File: config.mk
export PLATFORM = sky130hd
export DESIGN_NAME = content_range_parse_check_core
export DESIGN_NICKNAME = d
export VERILOG_FILES = /design/src/rtl/core/crpc_pkg.sv /design/src/rtl/core/crpc_parse.sv /design/src/rtl/core/crpc_check.sv /design/src/rtl/core/content_range_parse_check_core.sv
export SDC_FILE = /design/constraint.sdc
export NUM_CORES = 2
export LEC_CHECK = 0
export BUFFER_PORTS_ARGS = -buffer_cell sky130_fd_sc_hd__buf_2
export CAP_MARGIN = 20
export CELL_PAD_IN_SITES_DETAIL_PLACEMENT = 1
export CELL_PAD_IN_SITES_GLOBAL_PLACEMENT = 1
export CORE_UTILIZATION = 45
export CTS_BUF_LIST = sky130_fd_sc_hd__clkbuf_8
export DETAILED_ROUTE_END_ITERATION = 6
export PLACE_DENSITY_LB_ADDON = 0.1
export SETUP_SLACK_MARGIN = 0.05
export SLEW_MARGIN = 30
export SYNTH_ARGS = -nofsm -noshare
export SYNTH_HDL_FRONTEND = slang
export SYNTH_HIERARCHICAL = 1
export SYNTH_SLANG_ARGS = --single-unit
File: constraint.sdc
create_clock -name i_clk -period 6.15 [get_ports i_clk]
set_input_delay 1.23 -clock i_clk [delete_from_list [all_inputs] [get_ports i_clk]]
set_output_delay 1.23 -clock i_clk [all_outputs]
set_load 0.02 [all_outputs]
File: src/rtl/core/crpc_pkg.sv
// Shared types and constants for the Content-Range parse and check core.
// No dependencies; used by crpc_parse, crpc_check and the top level.

package crpc_pkg;

    localparam int unsigned NUM_W = 64;

    // configuration register indexes
    localparam logic CFG_REQ_FIRST = 1'b0;
    localparam logic CFG_REQ_LAST  = 1'b1;

    localparam logic [7:0] CHAR_ZERO  = 8'h30;
    localparam logic [7:0] CHAR_NINE  = 8'h39;
    localparam logic [7:0] CHAR_DASH  = 8'h2d;
    localparam logic [7:0] CHAR_SLASH = 8'h2f;

    localparam logic [2:0] PREFIX_LEN = 3'd6;

    // "bytes " by position
    function automatic logic [7:0] prefix_char(input logic [2:0] pos);
        logic [7:0] ch;
        ch = 8'h00;
        unique case (pos)
            3'd0: ch = 8'h62;
            3'd1: ch = 8'h79;
            3'd2: ch = 8'h74;
            3'd3: ch = 8'h65;
            3'd4: ch = 8'h73;
            3'd5: ch = 8'h20;
            default: ch = 8'h00;
        endcase
        return ch;
    endfunction

    // parsed header value, handed from the parser to the range check
    typedef struct packed {
        logic             vld;
        logic             range_valid;
        logic [NUM_W-1:0] first;
        logic [NUM_W-1:0] last;
        logic             total_ok;
        logic [NUM_W-1:0] total;
    } t_snap;

endpackage

File: src/rtl/core/crpc_parse.sv
// Input register and per-character parser state for the Content-Range core.
// Depends on crpc_pkg (character constants, prefix text, t_snap).

module crpc_parse (
    input  logic                       i_clk,
    input  logic                       i_rst_n,
    input  logic                       i_adv,
    input  logic                       i_in_valid,
    input  logic [7:0]                 i_value_char,
    input  logic                       i_final_char,
    output crpc_pkg::t_snap            o_snap
);

    localparam logic [2:0] PH_PREFIX = 3'd0;
    localparam logic [2:0] PH_FIRST  = 3'd1;
    localparam logic [2:0] PH_LAST   = 3'd2;
    localparam logic [2:0] PH_TOTAL  = 3'd3;
    localparam logic [2:0] PH_DONE   = 3'd4;
    localparam logic [2:0] PH_BAD    = 3'd5;

    localparam int unsigned W = crpc_pkg::NUM_W;

    logic         r_in_valid;
    logic [7:0]   r_in_char;
    logic         r_in_final;

    logic [2:0]   r_phase, n_phase;
    logic [2:0]   r_prefix_pos, n_prefix_pos;
    logic [W-1:0] r_first, n_first;
    logic [W-1:0] r_last, n_last;
    logic [W-1:0] r_total, n_total;
    logic         r_digits, n_digits;
    logic         r_ovf, n_ovf;

    crpc_pkg::t_snap r_snap;

    logic         is_digit;
    logic [3:0]   digit;
    logic [W-1:0] acc;
    logic [W+3:0] acc_ext;
    logic [W+3:0] prod;
    logic         prod_ovf;
    logic         close_ok;
    logic         step;
    logic         end_valid;
    logic         end_total_ok;

    // input register
    always_ff @(posedge i_clk) begin
        if (!i_rst_n) begin
            r_in_valid <= 1'b0;
        end else if (i_adv) begin
            r_in_valid <= i_in_valid;
        end
    end

    always_ff @(posedge i_clk) begin
        if (i_adv && i_in_valid) begin
            r_in_char  <= i_value_char;
            r_in_final <= i_final_char;
        end
    end

    assign step     = i_adv && r_in_valid;
    assign is_digit = (r_in_char >= crpc_pkg::CHAR_ZERO) && (r_in_char <= crpc_pkg::CHAR_NINE);
    assign digit    = r_in_char[3:0];

    // one accumulator datapath shared by the three numbers
    always_comb begin
        case (r_phase)
            PH_LAST:  acc = r_last;
            PH_TOTAL: acc = r_total;
            default:  acc = r_first;
        endcase
    end

    // acc*10 + d; anything above bit 63 means it no longer fits
    assign acc_ext  = {4'b0000, acc};
    assign prod     = (acc_ext << 3) + (acc_ext << 1) + {{W{1'b0}}, digit};
    assign prod_ovf = |prod[W+3:W];
    assign close_ok = r_digits && !r_ovf;

    always_comb begin
        n_phase      = r_phase;
        n_prefix_pos = r_prefix_pos;
        n_first      = r_first;
        n_last       = r_last;
        n_total      = r_total;
        n_digits     = r_digits;
        n_ovf        = r_ovf;

        unique case (r_phase) inside
            PH_PREFIX: begin
                if (r_prefix_pos < crpc_pkg::PREFIX_LEN &&
                    r_in_char == crpc_pkg::prefix_char(r_prefix_pos)) begin
                    n_prefix_pos = r_prefix_pos + 3'd1;
                    if (r_prefix_pos == crpc_pkg::PREFIX_LEN - 3'd1) begin
                        n_phase = PH_FIRST;
                    end
                end else begin
                    n_phase = PH_BAD;
                end
            end
            PH_FIRST, PH_LAST, PH_TOTAL: begin
                if (is_digit) begin
                    n_digits = 1'b1;
                    if (!r_ovf) begin
                        if (prod_ovf) begin
                            n_ovf = 1'b1;
                        end else if (r_phase == PH_FIRST) begin
                            n_first = prod[W-1:0];
                        end else if (r_phase == PH_LAST) begin
                            n_last = prod[W-1:0];
                        end else begin
                            n_total = prod[W-1:0];
                        end
                    end
                end else if (r_phase == PH_TOTAL) begin
                    // total keeps its digit/overflow status for the result
                    n_phase = PH_DONE;
                end else begin
                    n_digits = 1'b0;
                    n_ovf    = 1'b0;
                    if (close_ok && r_phase == PH_FIRST && r_in_char == crpc_pkg::CHAR_DASH) begin
                        n_phase = PH_LAST;
                    end else if (close_ok && r_phase == PH_LAST &&
                                 r_in_char == crpc_pkg::CHAR_SLASH) begin
                        n_phase = PH_TOTAL;
                    end else begin
                        n_phase = PH_BAD;
                    end
                end
            end
            default: begin
            end
        endcase
    end

    always_ff @(posedge i_clk) begin
        if (!i_rst_n) begin
            r_phase      <= PH_PREFIX;
            r_prefix_pos <= 3'd0;
            r_first      <= '0;
            r_last       <= '0;
            r_total      <= '0;
            r_digits     <= 1'b0;
            r_ovf        <= 1'b0;
        end else if (step) begin
            if (r_in_final) begin
                r_phase      <= PH_PREFIX;
                r_prefix_pos <= 3'd0;
                r_first      <= '0;
                r_last       <= '0;
                r_total      <= '0;
                r_digits     <= 1'b0;
                r_ovf        <= 1'b0;
            end else begin
                r_phase      <= n_phase;
                r_prefix_pos <= n_prefix_pos;
                r_first      <= n_first;
                r_last       <= n_last;
                r_total      <= n_total;
                r_digits     <= n_digits;
                r_ovf        <= n_ovf;
            end
        end
    end

    assign end_valid    = (n_phase == PH_TOTAL) || (n_phase == PH_DONE);
    assign end_total_ok = end_valid && n_digits && !n_ovf;

    // snapshot of the finished header value; fields zeroed when not valid
    always_ff @(posedge i_clk) begin
        if (!i_rst_n) begin
            r_snap <= '0;
        end else begin
            if (i_adv) begin
                r_snap.vld <= r_in_valid && r_in_final;
            end
            if (step && r_in_final) begin
                r_snap.range_valid <= end_valid;
                r_snap.first       <= end_valid ? n_first : '0;
                r_snap.last        <= end_valid ? n_last : '0;
                r_snap.total_ok    <= end_total_ok;
                r_snap.total       <= end_total_ok ? n_total : '0;
            end
        end
    end

    assign o_snap = r_snap;

    a_clear_after_final: assert property (@(posedge i_clk) disable iff (!i_rst_n)
        (step && r_in_final) |=> (r_phase == PH_PREFIX && r_prefix_pos == 3'd0 &&
                                  !r_digits && !r_ovf))
        else $error("parser state not cleared after final character");

    a_prefix_pos_range: assert property (@(posedge i_clk) disable iff (!i_rst_n)
        (r_phase == PH_FIRST) |-> (r_prefix_pos == crpc_pkg::PREFIX_LEN))
        else $error("number phase entered without full prefix");

    a_snap_only_on_final: assert property (@(posedge i_clk) disable iff (!i_rst_n)
        $rose(r_snap.vld) |-> $past(r_in_valid && r_in_final))
        else $error("snapshot without a final character");

endmodule

File: src/rtl/core/crpc_check.sv
// Range check against the wanted range and the result register.
// Depends on crpc_pkg (t_snap, NUM_W).

module crpc_check (
    input  logic                         i_clk,
    input  logic                         i_rst_n,
    input  logic                         i_adv,
    input  crpc_pkg::t_snap              i_snap,
    input  logic [crpc_pkg::NUM_W-1:0]   i_req_first,
    input  logic [crpc_pkg::NUM_W-1:0]   i_req_last,
    output logic                         o_valid,
    output logic                         o_range_valid,
    output logic [crpc_pkg::NUM_W-1:0]   o_range_first,
    output logic [crpc_pkg::NUM_W-1:0]   o_range_last,
    output logic                         o_total_present,
    output logic [crpc_pkg::NUM_W-1:0]   o_total_length,
    output logic                         o_other_range
);

    localparam int unsigned W = crpc_pkg::NUM_W;

    logic         r_valid;
    logic         r_range_valid;
    logic [W-1:0] r_first;
    logic [W-1:0] r_last;
    logic         r_total_ok;
    logic [W-1:0] r_total;
    logic         r_other;

    logic [W-1:0] last_inc;
    logic         other;

    // last+1 wraps at 64 bits, as does the total compare
    assign last_inc = i_snap.last + {{(W-1){1'b0}}, 1'b1};

    always_comb begin
        other = 1'b0;
        if (i_snap.range_valid) begin
            if (i_snap.first != i_req_first || i_snap.last > i_req_last) begin
                other = 1'b1;
            end else if (i_snap.last == i_req_last) begin
                other = 1'b0;
            end else begin
                other = !i_snap.total_ok || (last_inc != i_snap.total);
            end
        end
    end

    always_ff @(posedge i_clk) begin
        if (!i_rst_n) begin
            r_valid <= 1'b0;
        end else if (i_adv) begin
            r_valid <= i_snap.vld;
        end
    end

    always_ff @(posedge i_clk) begin
        if (i_adv && i_snap.vld) begin
            r_range_valid <= i_snap.range_valid;
            r_first       <= i_snap.first;
            r_last        <= i_snap.last;
            r_total_ok    <= i_snap.total_ok;
            r_total       <= i_snap.total;
            r_other       <= other;
        end
    end

    assign o_valid         = r_valid;
    assign o_range_valid   = r_range_valid;
    assign o_range_first   = r_first;
    assign o_range_last    = r_last;
    assign o_total_present = r_total_ok;
    assign o_total_length  = r_total;
    assign o_other_range   = r_other;

    a_invalid_is_zero: assert property (@(posedge i_clk) disable iff (!i_rst_n)
        (r_valid && !r_range_valid) |-> (r_first == '0 && r_last == '0 &&
                                         !r_total_ok && !r_other))
        else $error("invalid range carries nonzero fields");

    a_total_needs_range: assert property (@(posedge i_clk) disable iff (!i_rst_n)
        (r_valid && r_total_ok) |-> r_range_valid)
        else $error("total present on invalid range");

    a_result_from_snap: assert property (@(posedge i_clk) disable iff (!i_rst_n)
        $rose(r_valid) |-> $past(i_snap.vld && i_adv))
        else $error("result without a snapshot");

endmodule

File: src/rtl/core/content_range_parse_check_core.sv
// Content-Range parse and check core: one header character per transfer.
// Timing: a new character can be taken every cycle unless stalled. A result
// passes through the input register, the parser state and snapshot register,
// then the result register. The stages advance together, so a stall on the
// result side holds the whole pipe and stalls the input in the same cycle.
// Depends on crpc_pkg, crpc_parse and crpc_check.

module content_range_parse_check_core (
    input  logic                         i_clk,
    input  logic                         i_rst_n,

    input  logic                         i_in_valid,
    output logic                         o_in_stall,
    input  logic [7:0]                   i_value_char,
    input  logic                         i_final_char,

    output logic                         o_out_valid,
    input  logic                         i_out_stall,
    output logic                         o_range_valid,
    output logic [crpc_pkg::NUM_W-1:0]   o_range_first,
    output logic [crpc_pkg::NUM_W-1:0]   o_range_last,
    output logic                         o_total_present,
    output logic [crpc_pkg::NUM_W-1:0]   o_total_length,
    output logic                         o_other_range,

    input  logic                         i_cfg_we,
    input  logic                         i_cfg_index,
    input  logic [crpc_pkg::NUM_W-1:0]   i_cfg_data
);

    logic [crpc_pkg::NUM_W-1:0] r_req_first;
    logic [crpc_pkg::NUM_W-1:0] r_req_last;

    logic            adv;
    crpc_pkg::t_snap snap;

    always_ff @(posedge i_clk) begin
        if (!i_rst_n) begin
            r_req_first <= '0;
            r_req_last  <= '0;
        end else if (i_cfg_we) begin
            unique case (i_cfg_index)
                crpc_pkg::CFG_REQ_FIRST: r_req_first <= i_cfg_data;
                crpc_pkg::CFG_REQ_LAST:  r_req_last  <= i_cfg_data;
                default: begin
                end
            endcase
        end
    end

    // whole pipe moves unless a result is waiting on a stalled receiver
    assign adv        = !(o_out_valid && i_out_stall);
    assign o_in_stall = !adv;

    crpc_parse u_parse (
        .i_clk        (i_clk),
        .i_rst_n      (i_rst_n),
        .i_adv        (adv),
        .i_in_valid   (i_in_valid),
        .i_value_char (i_value_char),
        .i_final_char (i_final_char),
        .o_snap       (snap)
    );

    crpc_check u_check (
        .i_clk           (i_clk),
        .i_rst_n         (i_rst_n),
        .i_adv           (adv),
        .i_snap          (snap),
        .i_req_first     (r_req_first),
        .i_req_last      (r_req_last),
        .o_valid         (o_out_valid),
        .o_range_valid   (o_range_valid),
        .o_range_first   (o_range_first),
        .o_range_last    (o_range_last),
        .o_total_present (o_total_present),
        .o_total_length  (o_total_length),
        .o_other_range   (o_other_range)
    );

endmodule
==> flow_metrics.env <==
export IMPL_status="finished with violations"
export IMPL_violations="design-rule violations"
export IMPL_avgRoutedWirePerCell_um=26.9
export IMPL_syn_area_um2=36900
export IMPL_p_per_area_nw_per_um2=238
export IMPL_portBuffers=275
export IMPL_start_util=0.457
export IMPL_vias=30932
export IMPL_fp_dieW_um=288
export IMPL_clkTransAtPathRegs_ns=0.06
export IMPL_finalClockSkew_ns=0.0514
export IMPL_ir_worst_vdd_mv=0.198
export IMPL_drtPass1Iterations=7
export IMPL_routed_top_layer="met4"
export IMPL_synth_seq_cells=729
export IMPL_reg2reg_slack_ns=0.30
export IMPL_worstPathArrival_ns=6.51
export IMPL_synthesis_nets=4017
export IMPL_ios=276
export IMPL_fin_setup_tns_ns=0
export IMPL_grt_pass1_wl_um=203000
export IMPL_drcViolationCount=33
export IMPL_hold_viol=0
export IMPL_clock_fmax_mhz=171
export IMPL_ant_nets=0
export IMPL_worstMarginPinSlew_ns=0.957
export IMPL_relSlewSlack=0.354
export IMPL_rsz0062_at_grt="false"
export IMPL_met2_wirelength_um=62400
export IMPL_grt_max_degree=193
export IMPL_cp_end_kind="flop"
export IMPL_hpwl_um=106000
export IMPL_via_per_inst=5.96
export IMPL_maxCapViolations=0
export IMPL_n_fill_cell=9123
export IMPL_coreArea_um2=80800
export IMPL_groute_usage_overall=0.331
export IMPL_final_min_clock_period_ns=5.85
export IMPL_die_area_um2=83200
export IMPL_numCtsBuffers=131
export IMPL_path_class="flop to flop"
export IMPL_worstPathMaxFanout=33
export IMPL_route_layer_met1_wl_um=64400
export IMPL_cts_buffer_depth=3
export IMPL_seq_area_um2=16600
export IMPL_grt_pass1_vias=30665
export IMPL_netlist_area_leader_share=0.285
export IMPL_avgSynthCellArea_um2=9.87
export IMPL_ys_dominant_reg_cell="dfxtp_1"
export IMPL_clock_sinks=729
export IMPL_post_cts_setup_buffers=0
export IMPL_synth_edff_count=204
export IMPL_async_reset_ff_frac=0
export IMPL_finalCritPeriodShare=0.952
export IMPL_synth_most_common_cell="nand2_1"
export IMPL_cpPeakStageDelay_ns=0.87
export IMPL_postCtsHoldBufs=0
export IMPL_yosysUniqueCellTypes=92
export IMPL_synthCells=3739
export IMPL_syn_to_final_growth_pct=14.6
export IMPL_drt_initial_drc_count=2491
export IMPL_wl_met3_um=8750
export IMPL_yosys_area_top_type="dfxtp_1"
export IMPL_cp_required_ns=6.81
export IMPL_synth_common_cells="nand2_1 (562), dfxtp_1 (525), mux2i_1 (318), o21ai_0 (257), edfxtp_1 (204)"
export IMPL_p_leak_nw=16.9
export IMPL_cts_resized_gates=0
export IMPL_die_h_um=288
export IMPL_antenna_found_initial=5
export IMPL_grt_ovfl_total=0
export IMPL_rows=104
export IMPL_drive_above_1_share=0.145
export IMPL_min_path_type="flop to flop"
export IMPL_gp_congestion=0.930
export IMPL_yosys_warnings=6
export IMPL_insertion_delay_ns=0.82
export IMPL_tritoncts="done"
export IMPL_h_tree_depth=4
export IMPL_num_nets_final=4306
export IMPL_crit_chain="buf_12, mux2i_1, o21ai_0, ha_1, ha_1, nand2_1, or3_1, nand3b_1, a31oi_1, o21ai_1, a211o_1, and3_1, a2111oi_4, buf_4, mux2i_1, o21ai_0"
export IMPL_crit_slowest_cell="dfxtp_4"
export IMPL_cts_root_buf="clkbuf_8"
export IMPL_seq_area_frac_synth=0.451
export IMPL_finalSetupViolations=0
export IMPL_finalPower_w=0.0101
export IMPL_slew_viol_final=0
export IMPL_multi_input_area_um2=18900
export IMPL_yosys_top_cells_area="dfxtp_1 (28%), edfxtp_1 (17%), mux2i_1 (8.6%)"
export IMPL_wl_um=140000
export IMPL_startpoint_type="flop"
==> routing by layer <==
metal  GRT usage  vias to the layer above
li1            -                    14167
met1       0.469                    15461
met2       0.515                     1075
met3      0.0472                      229
met4       0.114                        0
met5           0                        -
==> placed cells by master (no fill, tap or decap), types with 12 or more instances in the layout <==
cell type	synthesis	layout
o21a_1	49	49
o21ai_0	257	256
and4_1	22	22
xnor2_1	187	187
a211oi_1	13	13
o2bb2ai_1	114	114
nor3_1	29	29
buf_12	0	21
buf_4	3	80
ha_1	197	197
nor2b_1	15	14
a21boi_0	30	30
clkbuf_8	0	142
or3_1	12	12
and2_1	17	12
a2bb2o_1	23	23
a31oi_1	17	17
nand2_1	562	561
nand4_1	77	77
mux2i_1	318	318
clkinv_1	0	13
inv_1	109	160
nand3_1	67	67
a21o_1	42	42
and3_1	16	16
edfxtp_1	204	204
nor4_1	51	51
a21oi_1	142	141
xor2_1	72	72
nor2_1	99	98
dfxtp_1	525	524
a22o_1	63	63
buf_2	64	274
o211ai_1	13	13
==> final timing paths <==
kind,startpoint,to,depth (start not counted)
worst max register to register,u_parse/r_phase[0]$_SDFFE_PN0P_,u_parse/o_snap[6]$_SDFFE_PN0P_,16
worst max-delay path,u_parse/r_phase[0]$_SDFFE_PN0P_,u_parse/o_snap[6]$_SDFFE_PN0P_,16
worst min register to register,r_req_last[11]$_SDFFE_PN0P_,r_req_last[11]$_SDFFE_PN0P_,2
worst min-delay path,r_req_last[11]$_SDFFE_PN0P_,r_req_last[11]$_SDFFE_PN0P_,2
==> metrics by stage <==
step	setup slack [ns]	hold slack, ns	utilization	cell area (um^2)	cells
floorplan	0.838	0.430	-	36900	3739
global placement	0.463	0.442	0.491	39700	4954
detailed placement	0.412	0.449	0.491	39700	4955
CTS	0.412	0.451	0.524	42300	5191
global route	0.105	0.470	0.524	42300	5193
finish	0.297	0.456	0.524	42300	5193
==> logic make-up after synthesis <==
group / share of synthesized area
flops: 0.451
compound gates: 0.162
simple gates: 0.131
xor+xnor: 0.0614
fa+ha+maj: 0.0678
buf+inv: 0.0401
mux: 0.0868
==> worst max-delay path, delay by kind of cell, from the launching register on <==
family          cells  cell delay (ns)
buf+inv             2             0.74
compound gates      6             1.82
flops               1             0.87
simple gates        4             1.07
mux                 2             0.43
fa+ha+maj           2             0.72
==> cell type report <==
cell class,count,share of cell area
clock inverter,95,0.0156
antenna,2,0.000118
tap,1060,0.0313
timing repair buffer,378,0.0578
multi-input combinational,2678,0.446
sequential,729,0.393
inverter,110,0.00976
clock buffer,141,0.0459
==> state kept, by name, summed over array words and instances (netlist names), 3 cells and up <==
signal / cells
u_parse/o_snap: 195
r_req_first: 64
r_req_last: 64
u_check/o_range_first: 64
u_check/o_range_last: 64
u_check/o_total_length: 64
u_parse/r_first: 64
u_parse/r_last: 64
u_parse/r_total: 64
u_parse/r_in_char: 8
u_parse/r_phase: 3
u_parse/r_prefix_pos: 3
==> power breakdown <==
group | total, W | internal [W] | leakage, nW | switching (W)
Sequential | 0.00502 | 0.00498 | 6.41 | 0.0000449
Clock | 0.00460 | 0.00238 | 1.51 | 0.00222
Combinational | 0.000473 | 0.000152 | 8.98 | 0.000321
Total | 0.0101 | 0.00751 | 16.9 | 0.00258
Power figures use the tool's default switching activity.
